### src/rtl/pkfilt_pkg.sv
// Shared types and constants of the port-knock frame filter.
`default_nettype none
package pkfilt_pkg;

   localparam int POS_W = 7;
   localparam logic [POS_W-1:0] POS_MAX = 7'd127;
   localparam logic [POS_W-1:0] ETH_HDR_BYTES = 7'd14;
   localparam logic [POS_W-1:0] POS_ETYPE_HI = 7'd12;
   localparam logic [POS_W-1:0] POS_ETYPE_LO = 7'd13;
   localparam logic [POS_W-1:0] POS_IHL = 7'd14;
   localparam logic [POS_W-1:0] POS_PROTO = 7'd23;
   localparam logic [POS_W-1:0] POS_SRC_FIRST = 7'd26;
   localparam logic [POS_W-1:0] POS_SRC_LAST = 7'd29;
   localparam logic [POS_W-1:0] POS_IP_LAST = 7'd33;
   localparam logic [POS_W-1:0] OFS_DPORT_HI = 7'd2;
   localparam logic [POS_W-1:0] OFS_DPORT_LO = 7'd3;
   localparam logic [POS_W-1:0] OFS_TCP_FLAGS = 7'd13;
   localparam logic [POS_W-1:0] OFS_TCP_LAST = 7'd19;
   localparam logic [POS_W-1:0] OFS_UDP_LAST = 7'd7;

   localparam logic [15:0] ETYPE_IPV4 = 16'h0800;
   localparam logic [7:0] PROTO_TCP = 8'd6;
   localparam logic [7:0] PROTO_UDP = 8'd17;
   localparam int FLAG_SYN_BIT = 1;
   localparam int FLAG_ACK_BIT = 4;

   localparam int CSR_INDEX_W = 3;
   localparam int CSR_DATA_W = 16;
   localparam int COUNT_W = 3;
   localparam int REG_PORTS = 6;
   localparam logic [CSR_INDEX_W-1:0] CSR_KNOCK_COUNT = 3'd0;
   localparam logic [CSR_INDEX_W-1:0] CSR_PORT_BASE = 3'd1;

   localparam int QUEUE_DEPTH = 2;
   localparam int QPTR_W = $clog2(QUEUE_DEPTH);
   localparam int QCNT_W = $clog2(QUEUE_DEPTH + 1);

   typedef struct packed {
      logic        eligible;
      logic        udp;
      logic [15:0] port;
      logic [31:0] source;
   } frame_summary_type;

endpackage
`default_nettype wire

### src/rtl/pkfilt_if.sv
// Channel interfaces of the port-knock frame filter: frame bytes, results and register writes.
`default_nettype none
interface pkfilt_req_if;
   logic       valid;
   logic       ready;
   logic [7:0] frame_byte;
   logic       end_of_frame;
   modport source (output valid, output frame_byte, output end_of_frame, input ready);
   modport sink (input valid, input frame_byte, input end_of_frame, output ready);
endinterface

interface pkfilt_rsp_if;
   logic        valid;
   logic        ready;
   logic        knock_found;
   logic [31:0] source_address;
   logic [15:0] knock_port;
   logic        over_udp;
   modport source (output valid, output knock_found, output source_address,
                   output knock_port, output over_udp, input ready);
   modport sink (input valid, input knock_found, input source_address,
                 input knock_port, input over_udp, output ready);
endinterface

interface pkfilt_csr_if;
   logic                               valid;
   logic                               ready;
   logic [pkfilt_pkg::CSR_INDEX_W-1:0] wr_index;
   logic [pkfilt_pkg::CSR_DATA_W-1:0]  wr_data;
   modport source (output valid, output wr_index, output wr_data, input ready);
   modport sink (input valid, input wr_index, input wr_data, output ready);
endinterface
`default_nettype wire

### src/rtl/pkfilt_front.sv
// Front end: parses frame bytes and emits one summary per frame.
`default_nettype none
module pkfilt_front (
   input  wire logic                          clock,
   input  wire logic                          reset,
   pkfilt_req_if.sink                         req_bus,
   output logic                               push_valid,
   input  wire logic                          push_ready,
   output pkfilt_pkg::frame_summary_type      push_data
);

   logic [pkfilt_pkg::POS_W-1:0] pos_ff, pos_in;
   logic [15:0] ether_type_ff, ether_type_in, ether_type_new;
   logic [3:0]  header_words_ff, header_words_in, header_words_new;
   logic [7:0]  ip_protocol_ff, ip_protocol_in, ip_protocol_new;
   logic [31:0] source_ff, source_in, source_new;
   logic [15:0] dest_port_ff, dest_port_in, dest_port_new;
   logic [7:0]  tcp_flags_ff, tcp_flags_in, tcp_flags_new;
   logic [pkfilt_pkg::POS_W-1:0] t_base;
   logic        accept;
   logic        last;
   logic [7:0]  b;
   logic        tcp_ok;
   logic        udp_ok;

   assign req_bus.ready = push_ready;
   assign accept = req_bus.valid && req_bus.ready;
   assign last = req_bus.end_of_frame;
   assign b = req_bus.frame_byte;
   assign t_base = pkfilt_pkg::ETH_HDR_BYTES + {1'b0, header_words_ff, 2'b00};

   always_comb begin
      ether_type_new = ether_type_ff;
      header_words_new = header_words_ff;
      ip_protocol_new = ip_protocol_ff;
      source_new = source_ff;
      dest_port_new = dest_port_ff;
      tcp_flags_new = tcp_flags_ff;
      if (pos_ff == pkfilt_pkg::POS_ETYPE_HI) begin
         ether_type_new = {b, 8'h00};
      end else if (pos_ff == pkfilt_pkg::POS_ETYPE_LO) begin
         ether_type_new = {ether_type_ff[15:8], b};
      end else if (pos_ff == pkfilt_pkg::POS_IHL) begin
         header_words_new = b[3:0];
      end else if (pos_ff == pkfilt_pkg::POS_PROTO) begin
         ip_protocol_new = b;
      end else if (pos_ff >= pkfilt_pkg::POS_SRC_FIRST && pos_ff <= pkfilt_pkg::POS_SRC_LAST) begin
         source_new = {source_ff[23:0], b};
      end
      if (pos_ff > pkfilt_pkg::ETH_HDR_BYTES) begin
         if (pos_ff == t_base + pkfilt_pkg::OFS_DPORT_HI) begin
            dest_port_new = {b, 8'h00};
         end else if (pos_ff == t_base + pkfilt_pkg::OFS_DPORT_LO) begin
            dest_port_new = {dest_port_ff[15:8], b};
         end else if (pos_ff == t_base + pkfilt_pkg::OFS_TCP_FLAGS) begin
            tcp_flags_new = b;
         end
      end
   end

   always_comb begin
      tcp_ok = (ip_protocol_new == pkfilt_pkg::PROTO_TCP)
            && (pos_ff >= t_base + pkfilt_pkg::OFS_TCP_LAST)
            && tcp_flags_new[pkfilt_pkg::FLAG_SYN_BIT]
            && !tcp_flags_new[pkfilt_pkg::FLAG_ACK_BIT];
      udp_ok = (ip_protocol_new == pkfilt_pkg::PROTO_UDP)
            && (pos_ff >= t_base + pkfilt_pkg::OFS_UDP_LAST);
      push_data.eligible = (ether_type_new == pkfilt_pkg::ETYPE_IPV4)
                        && (pos_ff >= pkfilt_pkg::POS_IP_LAST) && (tcp_ok || udp_ok);
      push_data.udp = (ip_protocol_new == pkfilt_pkg::PROTO_UDP);
      push_data.port = dest_port_new;
      push_data.source = source_new;
   end

   assign push_valid = accept && last;

   always_comb begin
      pos_in = pos_ff;
      ether_type_in = ether_type_ff;
      header_words_in = header_words_ff;
      ip_protocol_in = ip_protocol_ff;
      source_in = source_ff;
      dest_port_in = dest_port_ff;
      tcp_flags_in = tcp_flags_ff;
      if (accept) begin
         if (last) begin
            pos_in = '0;
            ether_type_in = '0;
            header_words_in = '0;
            ip_protocol_in = '0;
            source_in = '0;
            dest_port_in = '0;
            tcp_flags_in = '0;
         end else begin
            pos_in = (pos_ff < pkfilt_pkg::POS_MAX) ? pos_ff + 7'd1 : pos_ff;
            ether_type_in = ether_type_new;
            header_words_in = header_words_new;
            ip_protocol_in = ip_protocol_new;
            source_in = source_new;
            dest_port_in = dest_port_new;
            tcp_flags_in = tcp_flags_new;
         end
      end
   end

   always_ff @(posedge clock) begin
      if (reset) begin
         pos_ff <= '0;
         ether_type_ff <= '0;
         header_words_ff <= '0;
         ip_protocol_ff <= '0;
         source_ff <= '0;
         dest_port_ff <= '0;
         tcp_flags_ff <= '0;
      end else begin
         pos_ff <= pos_in;
         ether_type_ff <= ether_type_in;
         header_words_ff <= header_words_in;
         ip_protocol_ff <= ip_protocol_in;
         source_ff <= source_in;
         dest_port_ff <= dest_port_in;
         tcp_flags_ff <= tcp_flags_in;
      end
   end

endmodule
`default_nettype wire

### src/rtl/pkfilt_queue.sv
// Short queue of frame summaries between the front and back ends.
`default_nettype none
module pkfilt_queue (
   input  wire logic                          clock,
   input  wire logic                          reset,
   input  wire logic                          in_valid,
   output logic                               in_ready,
   input  wire pkfilt_pkg::frame_summary_type in_data,
   output logic                               out_valid,
   input  wire logic                          out_ready,
   output pkfilt_pkg::frame_summary_type      out_data
);

   pkfilt_pkg::frame_summary_type entry_ff [pkfilt_pkg::QUEUE_DEPTH];
   logic [pkfilt_pkg::QPTR_W-1:0] wr_ptr_ff, wr_ptr_in;
   logic [pkfilt_pkg::QPTR_W-1:0] rd_ptr_ff, rd_ptr_in;
   logic [pkfilt_pkg::QCNT_W-1:0] count_ff, count_in;
   logic push;
   logic pop;

   assign in_ready = (count_ff < pkfilt_pkg::QCNT_W'(pkfilt_pkg::QUEUE_DEPTH));
   assign out_valid = (count_ff != '0);
   assign out_data = entry_ff[rd_ptr_ff];
   assign push = in_valid && in_ready;
   assign pop = out_valid && out_ready;

   always_comb begin
      wr_ptr_in = wr_ptr_ff;
      rd_ptr_in = rd_ptr_ff;
      count_in = count_ff;
      if (push) begin
         wr_ptr_in = (wr_ptr_ff == pkfilt_pkg::QPTR_W'(pkfilt_pkg::QUEUE_DEPTH - 1))
                   ? '0 : wr_ptr_ff + 1'b1;
      end
      if (pop) begin
         rd_ptr_in = (rd_ptr_ff == pkfilt_pkg::QPTR_W'(pkfilt_pkg::QUEUE_DEPTH - 1))
                   ? '0 : rd_ptr_ff + 1'b1;
      end
      if (push && !pop) begin
         count_in = count_ff + 1'b1;
      end else if (pop && !push) begin
         count_in = count_ff - 1'b1;
      end
   end

   always_ff @(posedge clock) begin
      if (reset) begin
         wr_ptr_ff <= '0;
         rd_ptr_ff <= '0;
         count_ff <= '0;
      end else begin
         wr_ptr_ff <= wr_ptr_in;
         rd_ptr_ff <= rd_ptr_in;
         count_ff <= count_in;
      end
   end

   always_ff @(posedge clock) begin
      if (push) begin
         entry_ff[wr_ptr_ff] <= in_data;
      end
   end

endmodule
`default_nettype wire

### src/rtl/pkfilt_back.sv
// Back end: knock port registers, port match and the result output register.
`default_nettype none
module pkfilt_back #(
   parameter int PORT_SLOTS = 6
) (
   input  wire logic                          clock,
   input  wire logic                          reset,
   pkfilt_csr_if.sink                         csr_bus,
   input  wire logic                          pop_valid,
   output logic                               pop_ready,
   input  wire pkfilt_pkg::frame_summary_type pop_data,
   pkfilt_rsp_if.source                       rsp_bus
);

   logic [pkfilt_pkg::COUNT_W-1:0] knock_count_ff;
   logic [15:0] knock_ports_ff [PORT_SLOTS];
   logic        listed;
   logic        found;
   logic        csr_write;
   logic        out_valid_ff, out_valid_in;
   logic        found_ff;
   logic [31:0] source_ff;
   logic [15:0] port_ff;
   logic        udp_ff;
   logic        take;

   assign csr_bus.ready = 1'b1;
   assign csr_write = csr_bus.valid && csr_bus.ready;

   always_ff @(posedge clock) begin
      if (reset) begin
         knock_count_ff <= '0;
         for (int i = 0; i < PORT_SLOTS; i++) begin
            knock_ports_ff[i] <= '0;
         end
      end else if (csr_write) begin
         if (csr_bus.wr_index == pkfilt_pkg::CSR_KNOCK_COUNT) begin
            knock_count_ff <= csr_bus.wr_data[pkfilt_pkg::COUNT_W-1:0];
         end
         for (int i = 0; i < PORT_SLOTS; i++) begin
            if (csr_bus.wr_index == pkfilt_pkg::CSR_PORT_BASE + pkfilt_pkg::CSR_INDEX_W'(i)) begin
               knock_ports_ff[i] <= csr_bus.wr_data;
            end
         end
      end
   end

   always_comb begin
      listed = 1'b0;
      for (int i = 0; i < PORT_SLOTS; i++) begin
         if (knock_count_ff > pkfilt_pkg::COUNT_W'(i) && knock_ports_ff[i] == pop_data.port) begin
            listed = 1'b1;
         end
      end
   end

   assign found = pop_data.eligible && listed;
   assign pop_ready = !out_valid_ff || rsp_bus.ready;
   assign take = pop_valid && pop_ready;

   always_comb begin
      out_valid_in = out_valid_ff;
      if (take) begin
         out_valid_in = 1'b1;
      end else if (rsp_bus.ready) begin
         out_valid_in = 1'b0;
      end
   end

   always_ff @(posedge clock) begin
      if (reset) begin
         out_valid_ff <= 1'b0;
      end else begin
         out_valid_ff <= out_valid_in;
      end
   end

   always_ff @(posedge clock) begin
      if (take) begin
         found_ff <= found;
         source_ff <= found ? pop_data.source : '0;
         port_ff <= found ? pop_data.port : '0;
         udp_ff <= found && pop_data.udp;
      end
   end

   assign rsp_bus.valid = out_valid_ff;
   assign rsp_bus.knock_found = found_ff;
   assign rsp_bus.source_address = source_ff;
   assign rsp_bus.knock_port = port_ff;
   assign rsp_bus.over_udp = udp_ff;

endmodule
`default_nettype wire

### src/rtl/port_knock_frame_filter_core.sv
// Top level of the port-knock frame filter: front end, summary queue and back end.
//
// Frame bytes enter on req_bus, one transaction per byte, with end_of_frame set on
// the last byte. Each frame produces exactly one transaction on rsp_bus, carrying
// knock_found and, for a knock, the IPv4 source address, destination port and a
// UDP marker; all of these are zero when the frame is not a knock.
// Register writes arrive on csr_bus: index 0 sets the number of ports in use,
// indices 1 to 6 set the ports, and other indices are dropped. csr_bus is always ready.
// The front end takes one byte per cycle while the queue has room and parses the
// frame as it streams. The summary of a frame passes through the queue and then
// the output register. A two-entry queue and the output register let the front
// end keep taking bytes while a result waits; req_bus.ready drops only when the
// queue is full, which needs the receiver to stall across several frame ends.
// Reset is synchronous and clears the parser, the queue, the output valid flag
// and all knock registers; the block accepts bytes as soon as reset is released.
`default_nettype none
module port_knock_frame_filter_core #(
   parameter int PORT_SLOTS = 6
) (
   input  wire logic    clock,
   input  wire logic    reset,
   pkfilt_req_if.sink   req_bus,
   pkfilt_rsp_if.source rsp_bus,
   pkfilt_csr_if.sink   csr_bus
);

   logic                          q_in_valid;
   logic                          q_in_ready;
   pkfilt_pkg::frame_summary_type q_in_data;
   logic                          q_out_valid;
   logic                          q_out_ready;
   pkfilt_pkg::frame_summary_type q_out_data;

   pkfilt_front u_front (
      .clock      (clock),
      .reset      (reset),
      .req_bus    (req_bus),
      .push_valid (q_in_valid),
      .push_ready (q_in_ready),
      .push_data  (q_in_data)
   );

   pkfilt_queue u_queue (
      .clock     (clock),
      .reset     (reset),
      .in_valid  (q_in_valid),
      .in_ready  (q_in_ready),
      .in_data   (q_in_data),
      .out_valid (q_out_valid),
      .out_ready (q_out_ready),
      .out_data  (q_out_data)
   );

   pkfilt_back #(
      .PORT_SLOTS (PORT_SLOTS)
   ) u_back (
      .clock     (clock),
      .reset     (reset),
      .csr_bus   (csr_bus),
      .pop_valid (q_out_valid),
      .pop_ready (q_out_ready),
      .pop_data  (q_out_data),
      .rsp_bus   (rsp_bus)
   );

   // A byte that ends a frame leaves a summary waiting in the queue.
   assert property (@(posedge clock) disable iff (reset)
      (req_bus.valid && req_bus.ready && req_bus.end_of_frame) |=> q_out_valid)
      else $error("frame end did not reach the queue");

   // Only the last byte of a frame pushes a summary.
   assert property (@(posedge clock) disable iff (reset)
      (req_bus.valid && req_bus.ready && !req_bus.end_of_frame) |-> !q_in_valid)
      else $error("summary pushed in the middle of a frame");

   // A summary taken from the queue is presented on the result channel next cycle.
   assert property (@(posedge clock) disable iff (reset)
      (q_out_valid && q_out_ready) |=> rsp_bus.valid)
      else $error("popped summary did not reach the output");

endmodule
`default_nettype wire
### src/flat_wrapper.sv
// flat-port wrapper written by rule: the top's interface ports become plain ports
module port_knock_frame_filter_core_flat 
#(
   parameter int PORT_SLOTS = 6
)
  (clock, reset, req_bus_valid, req_bus_frame_byte, req_bus_end_of_frame, req_bus_ready, rsp_bus_valid, rsp_bus_knock_found, rsp_bus_source_address, rsp_bus_knock_port, rsp_bus_over_udp, rsp_bus_ready, csr_bus_valid, csr_bus_wr_index, csr_bus_wr_data, csr_bus_ready);
  pkfilt_req_if req_bus_i ();
  pkfilt_rsp_if rsp_bus_i ();
  pkfilt_csr_if csr_bus_i ();
  input  wire logic clock;
  input  wire logic reset;
  input wire logic [$bits(req_bus_i.valid)-1:0] req_bus_valid;
  input wire logic [$bits(req_bus_i.frame_byte)-1:0] req_bus_frame_byte;
  input wire logic [$bits(req_bus_i.end_of_frame)-1:0] req_bus_end_of_frame;
  output wire logic [$bits(req_bus_i.ready)-1:0] req_bus_ready;
  output wire logic [$bits(rsp_bus_i.valid)-1:0] rsp_bus_valid;
  output wire logic [$bits(rsp_bus_i.knock_found)-1:0] rsp_bus_knock_found;
  output wire logic [$bits(rsp_bus_i.source_address)-1:0] rsp_bus_source_address;
  output wire logic [$bits(rsp_bus_i.knock_port)-1:0] rsp_bus_knock_port;
  output wire logic [$bits(rsp_bus_i.over_udp)-1:0] rsp_bus_over_udp;
  input wire logic [$bits(rsp_bus_i.ready)-1:0] rsp_bus_ready;
  input wire logic [$bits(csr_bus_i.valid)-1:0] csr_bus_valid;
  input wire logic [$bits(csr_bus_i.wr_index)-1:0] csr_bus_wr_index;
  input wire logic [$bits(csr_bus_i.wr_data)-1:0] csr_bus_wr_data;
  output wire logic [$bits(csr_bus_i.ready)-1:0] csr_bus_ready;
  assign req_bus_i.valid = req_bus_valid;
  assign req_bus_i.frame_byte = req_bus_frame_byte;
  assign req_bus_i.end_of_frame = req_bus_end_of_frame;
  assign req_bus_ready = req_bus_i.ready;
  assign rsp_bus_valid = rsp_bus_i.valid;
  assign rsp_bus_knock_found = rsp_bus_i.knock_found;
  assign rsp_bus_source_address = rsp_bus_i.source_address;
  assign rsp_bus_knock_port = rsp_bus_i.knock_port;
  assign rsp_bus_over_udp = rsp_bus_i.over_udp;
  assign rsp_bus_i.ready = rsp_bus_ready;
  assign csr_bus_i.valid = csr_bus_valid;
  assign csr_bus_i.wr_index = csr_bus_wr_index;
  assign csr_bus_i.wr_data = csr_bus_wr_data;
  assign csr_bus_ready = csr_bus_i.ready;
  port_knock_frame_filter_core #(.PORT_SLOTS(PORT_SLOTS)) u_core (.clock(clock), .reset(reset), .req_bus(req_bus_i), .rsp_bus(rsp_bus_i), .csr_bus(csr_bus_i));
endmodule
### config.mk
export PLATFORM = sky130hd
export DESIGN_NAME = port_knock_frame_filter_core_flat
export DESIGN_NICKNAME = d
export VERILOG_FILES = /design/src/rtl/pkfilt_pkg.sv /design/src/rtl/pkfilt_if.sv /design/src/rtl/pkfilt_front.sv /design/src/rtl/pkfilt_queue.sv /design/src/rtl/pkfilt_back.sv /design/src/rtl/port_knock_frame_filter_core.sv /design/src/flat_wrapper.sv
export SDC_FILE = /design/constraint.sdc
export NUM_CORES = 1
export LEC_CHECK = 0
export ABC_AREA = 0
export BUFFER_PORTS_ARGS = -buffer_cell sky130_fd_sc_hd__buf_2
export CORE_MARGIN = 10
export CORE_UTILIZATION = 45
export DETAILED_ROUTE_END_ITERATION = 8
export SYNTH_ARGS = -nofsm -noshare
export SYNTH_HDL_FRONTEND = slang
export SYNTH_HIERARCHICAL = 1
export SYNTH_SLANG_ARGS = --single-unit
export TNS_END_PERCENT = 1
### constraint.sdc
create_clock -name clock -period 4.5 [get_ports clock]
set_input_delay 0.9 -clock clock [delete_from_list [all_inputs] [get_ports clock]]
set_output_delay 0.9 -clock clock [all_outputs]
set_load 0.02 [all_outputs]
==> results_dict.tcl, run 1 <==
set metrics [dict create \
    antenna_found_initial 0 \
    status "finished clean" \
    drive_above_1_share_pct 24.3 \
    crit_path_end_kind "flop" \
    synthCells 1262 \
    avgSynthCellArea_um2 12.8 \
    hold_end "u_core/u_front/dest_port_ff[10]" \
    cp.arrival_ns 4.18 \
    worstSkewPairLatency_ns 0.52 \
    grt_pass1_vias 9908 \
    path_clk_slew_ns 0.06 \
    p_leak_nw 6.26 \
    routedWlPerCell_um 21.1 \
    grt.total_usage_pct 16.9 \
    fp.dieW_um 209 \
    syn_nets 1315 \
    p_total_mw 8.69 \
    place_congestion 0.841 \
    cts_max_path_buffers 3 \
    cts_max_level 2 \
    drc 0 \
    yosysMostFrequentCell "edfxtp_1" \
    yosysTopAreaCell "edfxtp_1" \
    p_per_area_nw_per_um2 479 \
    path_class "reg2reg" \
    synthTopCellsByCount "edfxtp_1 (246), and2_1 (101), dfxtp_1 (94)" \
    maxSlewViolCount 0 \
    rows 69 \
    synth_area_leaders "edfxtp_1 (46%), dfxtp_1 (12%), mux2_2 (6.0%)" \
    grt_overflow 0 \
    drtPass1Iterations 5 \
    io_buffers 84 \
    place_ws_ns 0.805 \
    syn-cell-area_um2 16100 \
    timing.rr.end "u_core/u_front/dest_port_ff[0]" \
    slew_headroom_pct 19.4 \
    final.min_clock_period_ns 3.79 \
    nets 1366 \
    synth_top_area_share_pct 45.7 \
    hold_buffers 0 \
    ys.flop_type "edfxtp_1" \
    postCtsSetupRepairBufs 0 \
    fp.dieArea_um2 43900 \
    worst_slack_ns 0.712 \
    worst_slew_pin_slew_ns 1.20 \
    hold_start "u_core/u_front/dest_port_ff[10]" \
    numCtsBuffers 37 \
    die_h_um 209 \
    rr_startpoint "u_core/u_front/header_words_ff[0]" \
    fin_setup_tns_ns 0 \
    via_per_inst 5.64 \
    path_max_fanout 12 \
    holdPathStages 1 \
    root_buffer "clkbuf_16" \
    startpoint_type "flop" \
    cts_resized 0 \
    clock_sinks 340 \
    finClkSkew_ns 0.0203 \
    grt_max_degree 56 \
    setup_viol 0 \
    rr_worst_depth 12 \
    drtIter0Drc 791 \
    final_cells 1801 \
    area_growth_syn_to_layout_pct 12.3 \
    tritoncts "done" \
    ys_warn_count 6 \
    min_path_type "reg2reg" \
    num_vias 10150 \
    grt_pass1_wl_mm 59.4 \
    dpl.hpwl_mm 24.8 \
    ys_async_sr_fraction_pct 0 \
    max_freq_mhz 264 \
    pin_count 86 \
    synth_seq_area_share_pct 57.4 \
    ir_drop_uv 307 \
    cap_violations 0 \
    reg2reg_slack_ns 0.71 \
    finalCritPeriodShare_pct 84.2 \
    drtAntennaViolNets 0 \
    synth_edf_count 246 \
    routed_wirelength_mm 38.0 \
    critPathRequiredTime_ns 4.89 \
    rsz0062_at_grt "false" \
    n_antenna_cell 0 \
    hold_viol_final 0 \
    start_util_pct 45.5 \
    fp.coreArea_um2 35500 \
    ys_types 69 \
    placed_cells 1735 \
    synth-seq-cells 340 \
]
kinds of logic after synthesis:
family,Yosys count,synth area share [%]
AOI/OAI and AO/OA,210,12.4
DFF,340,57.4
and+or+nand+nor,369,12.1
xor gates and xnor gates,116,6.39
muxes,95,6.59
other,1,0.0232
adders and majority gates,20,1.55
buffers and inverters,111,3.53
worst max-delay path by stage:
stage	start	endpoint	depth (start not counted)
2_1_floorplan	req_bus_valid	u_core/u_queue/entry_ff[0][0]	4
3_3_place_gp	u_core/u_front/header_words_ff[0]	u_core/u_queue/entry_ff[0][47]	12
3_5_place_dp	u_core/u_front/header_words_ff[0]	u_core/u_front/dest_port_ff[2]	12
4_1_cts	u_core/u_front/header_words_ff[0]	u_core/u_front/dest_port_ff[0]	12
5_1_grt	u_core/u_front/header_words_ff[0]	u_core/u_front/dest_port_ff[3]	12
6_report	u_core/u_front/header_words_ff[0]	u_core/u_front/dest_port_ff[0]	12
per-stage QoR:
stage               cell area, µm²  hold slack [ns]  utilization (%)
floorplan                    16100            0.445                -
CTS                          18100            0.482             51.1
global route                 18100            0.494             51.1
finish                       18100            0.478             51.1
detailed placement           16900            0.467             47.6
global placement             16900            0.469             47.6
state kept, by name, summed over array words and instances (netlist names), 8 cells and up, named ones only:
register	flops
u_core/u_queue/entry_ff	100
u_core/u_front/ether_type_ff	16
u_core/u_back/knock_ports_ff	96
u_core/u_front/dest_port_ff	16
u_core/u_back/rsp_bus.knock_port	16
u_core/u_front/source_ff	32
u_core/u_front/ip_protocol_ff	8
u_core/u_back/rsp_bus.source_address	32
power breakdown:
part	total, mW	switching [mW]	internal [mW]	leakage, nW
combinational	1.77	1.18	0.584	2.54
clock	3.07	1.21	1.86	0.597
sequential	3.85	0.127	3.72	3.12
total	8.69	2.52	6.17	6.26
layout make-up:
class	instances	area, µm²
fillers	2987	17300
flip-flops and latches	340	9270
multi-input cells	811	6360
clock buffers	50	1000
repair buffers	108	638
well taps	461	577
clock inverters	16	233
inverters	15	56.3
routing by layer:
| layer | GRT usage (%) | up-vias | wire length [µm] |
|---|---|---|---|
| met4 | 3.60 | 0 | 520 |
| li1 | - | 4780 | - |
| met1 | 25.1 | 5051 | 18200 |
| met3 | 2.49 | 44 | 2230 |
| met5 | 0 | - | 0 |
| met2 | 25.3 | 275 | 17000 |
layout by cell type, fill, tap and decap left out, types with 6 or more instances in the layout:
cell type	n
a21oi_1	18
a22o_1	24
a22oi_1	61
a41oi_2	50
and2_1	99
buf_2	84
buf_4	21
clkbuf_1	10
clkbuf_16	37
dfxtp_1	93
edfxtp_1	246
ha_1	20
inv_1	15
mux2_2	86
nand2_1	66
nand2b_1	8
nand3_1	13
nand4_1	22
nor2_1	88
nor2b_1	11
nor3_1	15
nor4_1	18
o21ai_0	11
o21ai_1	8
or3_1	6
xnor2_1	74
xor2_1	40
critical path, stage by stage (launching register included):
cell	delay, ns
dfxtp_1	0.63
inv_1	0.23
ha_1	0.38
xor2_2	0.21
inv_1	0.10
ha_1	0.34
nor2b_1	0.15
o211a_1	0.26
nor3_4	0.24
nand4_1	0.41
nand2_1	0.16
o21ai_1	0.22
a22o_1	0.32
(Power assumes the default switching activity.)
==> run 2, diff against run 1 <==
==> constraint.sdc (replaced) <==
create_clock -name clock -period 3.49 [get_ports clock]
set_input_delay 0.698 -clock clock [delete_from_list [all_inputs] [get_ports clock]]
set_output_delay 0.698 -clock clock [all_outputs]
set_load 0.02 [all_outputs]
==> results_dict.tcl, run 2 (synthesized netlist as in run 1, its figures left out) <==
set metrics [dict create \
    crit_top_cell "inv_1" \
    die_h_um 209 \
    finClkSkew_ns 0.0215 \
    p_sw_mw 3.31 \
    nets 1374 \
    slew_headroom_pct 37.9 \
    switching_share_pct 29.0 \
    layout_commonest_cell "edfxtp_1" \
    slowest_delay_ns 0.59 \
    num_vias 10110 \
    cts_max_path_buffers 3 \
    finalCritPeriodShare_pct 92.2 \
    final.min_clock_period_ns 3.22 \
    cts_max_level 2 \
    crit_path_end_kind "flop" \
    grt_pass1_wl_mm 59.3 \
    setup_viol 0 \
    regMostFlops "u_core/u_queue/entry_ff" \
    dpl.hpwl_mm 24.6 \
    area_growth_syn_to_layout_pct 13.4 \
    rsz0062_at_grt "false" \
    combPwrFrac_pct 20.1 \
    fin_area_um2 18300 \
    cap_violations 0 \
    drtIter0Drc 825 \
    worstPathCellList "inv_1 -> ha_1 -> xor2_2 -> inv_1 -> ha_2 -> nor2b_1 -> o211a_1 -> nor3_4 -> nand3_2 -> nor3_2 -> a22o_1" \
    clock_sinks 340 \
    hold_viol_final 0 \
    worstSkewPairLatency_ns 0.53 \
    grt_max_degree 57 \
    grt.total_usage_pct 16.8 \
    grt_pass1_vias 10027 \
    seqPwrFrac_pct 43.5 \
    ir_drop_uv 399 \
    status "finished clean" \
    max_freq_mhz 311 \
    cp.arrival_ns 3.59 \
    io_buffers 84 \
    maxSlewViolCount 0 \
    routedWlPerCell_um 20.7 \
    path_class "reg2reg" \
    fp.coreArea_um2 35500 \
    worstPathBufferInverterCount 2 \
    drc 0 \
    drtPass1Iterations 5 \
    layout_common_cells "edfxtp_1 (246), and2_1 (99), dfxtp_1 (92), nor2_1 (88), mux2_2 (86)" \
    fp.dieW_um 209 \
    p_leak_nw 6.34 \
    min_path_type "reg2reg" \
    critPathRequiredTime_ns 3.87 \
    place_congestion 0.822 \
    crit_family "simple AND/OR/NAND/NOR gates" \
    rows 69 \
    tritoncts "done" \
    p_per_area_nw_per_um2 624 \
    numCtsBuffers 37 \
    largest_reg_flops 100 \
    via_per_inst 5.58 \
    path_max_fanout 9 \
    hold_buffers 0 \
    internal-power_mw 8.11 \
    routed_wirelength_mm 37.4 \
    grt_overflow 0 \
    drive_above_1_share_pct 25.4 \
    startpoint_type "flop" \
    root_buffer "clkbuf_16" \
    fp.dieArea_um2 43900 \
    whs_ns 0.481 \
    fin_setup_tns_ns 0 \
    start_util_pct 45.5 \
    drtAntennaViolNets 0 \
    worst_slew_pin_slew_ns 0.926 \
    critPathSlowestCell "nor3_2" \
    path_clk_slew_ns 0.06 \
    antenna_found_initial 1 \
    clkPwrFrac_pct 36.5 \
    placed_cell_area_um2 17000 \
    reg_top3 "u_core/u_queue/entry_ff: 100 flops, u_core/u_back/knock_ports_ff: 96 flops" \
    pin_count 86 \
]
-- run 2: repair_timing --
item / in CTS / in global routing
buffers inserted: 0 / 0
gates resized for setup: 0 / 2
endpoints found under the setup margin: 0 / 40
-- run 2: worst paths after layout --
check        slack, ns                              start  cells after the start                               to
max reg2reg       0.27  u_core/u_front/header_words_ff[1]                     11   u_core/u_queue/entry_ff[1][39]
min               0.48    u_core/u_front/dest_port_ff[14]                      1  u_core/u_front/dest_port_ff[14]
min reg2reg       0.48    u_core/u_front/dest_port_ff[14]                      1  u_core/u_front/dest_port_ff[14]
max               0.27  u_core/u_front/header_words_ff[1]                     11   u_core/u_queue/entry_ff[1][39]
-- run 2: stage by stage --
step,worst slack [ns],total power [mW],instances,util [%]
6_report,0.273,11.4,1812,51.6
5_1_grt,0.107,11.9,1811,51.6
4_1_cts,0.0917,11.5,1811,51.6
3_5_place_dp,0.0931,7.38,1743,47.9
3_3_place_gp,0.180,7.34,1743,47.9
2_1_floorplan,0.285,6.67,1262,-
-- run 2: metal layers --
| layer | routed length (µm) | vias to the layer above | track usage, % | part of all wire (%) |
|---|---|---|---|---|
| li1 | - | 4791 | - | - |
| met1 | 18000 | 5019 | 24.8 | 48 |
| met2 | 16800 | 258 | 25.3 | 45 |
| met3 | 2130 | 42 | 2.70 | 5.7 |
| met4 | 503 | 0 | 3.60 | 1.3 |
| met5 | 0 | - | 0 | 0 |
-- run 2: layout make-up --
cell class	count	area [µm²]
clock buffers	47	1020
repair buffers	116	723
well taps	461	577
clock inverters	21	303
flip-flops and latches	340	9270
fillers	3052	17200
diodes	1	2.50
inverters	15	56.3
multi-input cells	811	6360
-- run 2: power by group through the flow --
stage               Combinational, mW  Sequential, mW  Clock (mW)
CTS                              2.33            4.97        4.25
global route                     2.48            5.00        4.42
floorplan                        1.42            5.25           0
detailed placement               2.32            5.06           0
finish                           2.29            4.96        4.17
global placement                 2.30            5.05           0
==> run 3, diff against run 2 <==
--- a/config.mk
+++ b/config.mk
@@ -5,7 +5,7 @@
 export SDC_FILE = /design/constraint.sdc
 export NUM_CORES = 1
 export LEC_CHECK = 0
-export ABC_AREA = 0
+export ABC_AREA = 1
 export BUFFER_PORTS_ARGS = -buffer_cell sky130_fd_sc_hd__buf_2
 export CORE_MARGIN = 10
 export CORE_UTILIZATION = 45
==> results_dict.tcl, run 3 <==
set metrics [dict create \
    critPathRequiredTime_ns 3.74 \
    hold_viol_final 0 \
    largest_reg_flops 100 \
    tritoncts "done" \
    syn-cell-area_um2 16300 \
    start_util_pct 45.7 \
    n_antenna_cell 0 \
    synthCells 1760 \
    drc 0 \
    synth_edf_count 246 \
    setup_viol 0 \
    fp.dieArea_um2 44200 \
    grt_max_degree 66 \
    yosysMostFrequentCell "nand2_1" \
    ys_warn_count 6 \
    synth_top_area_share_pct 45.4 \
    max_freq_mhz 337 \
    drtIter0Drc 858 \
    drtPass1Iterations 5 \
    slowest_delay_ns 0.40 \
    synth_area_leaders "edfxtp_1 (45%), dfxtp_1 (12%), nand2_1 (11%)" \
    startpoint_type "flop" \
    crit_path_end_kind "flop" \
    hold_buffers 0 \
    grt_pass1_vias 11400 \
    status "finished clean" \
    die_h_um 210 \
    routed_wirelength_mm 38.3 \
    synth-seq-cells 340 \
    layout_commonest_cell "nand2_1" \
    cp.depth 15 \
    rr_worst_depth 15 \
    clock_sinks 340 \
    pin_count 86 \
    final.min_clock_period_ns 2.97 \
    p_total_mw 11.7 \
    finalCritPeriodShare_pct 85.1 \
    path_clk_slew_ns 0.06 \
    avgSynthCellArea_um2 9.25 \
    final_cells 2325 \
    grt_overflow 0 \
    synthTopCellsByCount "nand2_1 (481), edfxtp_1 (246), nor2_1 (240)" \
    via_per_inst 5.01 \
    min_path_type "reg2reg" \
    worstPathBufferInverterCount 3 \
    numCtsBuffers 37 \
    worstSkewPairLatency_ns 0.53 \
    drtAntennaViolNets 0 \
    fp.coreArea_um2 35700 \
    postCtsSetupRepairBufs 0 \
    nets 1888 \
    critPathSlowestCell "dfxtp_1" \
    ir_drop_uv 413 \
    holdPathStages 2 \
    whs_ns 0.461 \
    worst_slew_pin_slew_ns 0.979 \
    crit_family "simple AND/OR/NAND/NOR gates" \
    p_per_area_nw_per_um2 637 \
    cts_max_level 2 \
    ys.flop_type "edfxtp_1" \
    layout_common_cells "nand2_1 (480), edfxtp_1 (246), nor2_1 (237), inv_1 (218), a21oi_1 (99)" \
    root_buffer "clkbuf_16" \
    regMostFlops "u_core/u_queue/entry_ff" \
    io_buffers 84 \
    path_class "reg2reg" \
    reg_top3 "u_core/u_queue/entry_ff: 100 flops, u_core/u_back/knock_ports_ff: 96 flops" \
    rsz0062_at_grt "false" \
    syn_nets 1813 \
    rows 69 \
    dpl.hpwl_mm 25.7 \
    cts_max_path_buffers 3 \
    place_congestion 0.851 \
    finClkSkew_ns 0.0174 \
    synth_seq_area_share_pct 56.9 \
    placed_cells 2257 \
    crit_top_cell "nand2_1" \
    grt.total_usage_pct 17.1 \
    cp.arrival_ns 3.22 \
    p_leak_nw 7.74 \
    yosysTopAreaCell "edfxtp_1" \
    cap_violations 0 \
    drive_above_1_share_pct 14.8 \
    area_growth_syn_to_layout_pct 12.7 \
    antenna_found_initial 0 \
    path_max_fanout 8 \
    fp.dieW_um 210 \
    ys_types 46 \
    ys_async_sr_fraction_pct 0 \
    grt_pass1_wl_mm 60.7 \
    worstPathCellList "inv_2 -> ha_1 -> xor2_1 -> inv_1 -> ha_1 -> nand2_1 -> nand2_1 -> nand2_1 -> nand3_1 -> nand2_1 -> nor2_4 -> nand4_1 -> inv_1 -> or2_2 -> a21boi_0" \
    cts_resized 0 \
    num_vias 11653 \
    slew_headroom_pct 34.6 \
    maxSlewViolCount 0 \
    routedWlPerCell_um 16.5 \
]
## run 3: power by group
group          internal, mW  switching (mW)  total, mW  leakage, nW
Sequential             4.87           0.209       5.08         3.12
Clock                  2.33            1.58       3.91        0.615
Combinational         0.919            1.78       2.70         4.01
## run 3: routing by layer
layer | part of all wire [%] | track usage, % | up-vias | wire (µm)
li1 | - | - | 5828 | -
met1 | 43 | 21.3 | 5533 | 16600
met2 | 50 | 30.5 | 232 | 19300
met3 | 4.3 | 2.42 | 60 | 1650
met4 | 2.1 | 4.67 | 0 | 791
met5 | 0 | 0 | - | 0
## run 3: layout make-up
cell class	instances	area, µm²
clock buffers	51	1080
clock inverters	17	156
fillers	3290	17300
inverters	230	863
multi-input cells	1126	5800
flip-flops and latches	340	9270
well taps	461	577
repair buffers	100	603
## run 3: logic make-up after synthesis
kind of cell,Yosys count,synth area share [%]
compound gates,191,6.42
simple gates,826,20.5
fa+ha+maj,20,1.54
flops,340,56.9
mux,58,5.17
xor+xnor,30,1.61
buf+inv,294,7.79
other cells,1,0.0230
## run 3: path summary, 6_finish.rpt
kind / slack, ns / to / startpoint
worst max register to register: 0.52 / u_core/u_queue/entry_ff[0][39] / u_core/u_front/header_words_ff[0]
worst min register to register: 0.46 / u_core/u_front/ether_type_ff[3] / u_core/u_front/ether_type_ff[3]
worst min-delay path: 0.46 / u_core/u_front/ether_type_ff[3] / u_core/u_front/ether_type_ff[3]
worst max-delay path: 0.52 / u_core/u_queue/entry_ff[0][39] / u_core/u_front/header_words_ff[0]
## run 3: worst register-to-register path: cells and delay by family, from the launching register on
family | cells | cell delay [ns]
flops | 1 | 0.40
xor+xnor | 1 | 0.23
buf+inv | 3 | 0.43
fa+ha+maj | 2 | 0.51
simple gates | 8 | 0.99
compound gates | 1 | 0.15
## run 3: metrics by stage
stage	utilization [%]	setup TNS, ns	setup slack (ns)	area (µm²)
2_1_floorplan	-	-11.15	-0.128	16300
3_3_place_gp	48.0	0	0.641	17100
3_5_place_dp	48.0	0	0.559	17100
4_1_cts	51.5	0	0.552	18400
5_1_grt	51.5	0	0.333	18400
6_report	51.5	0	0.520	18400
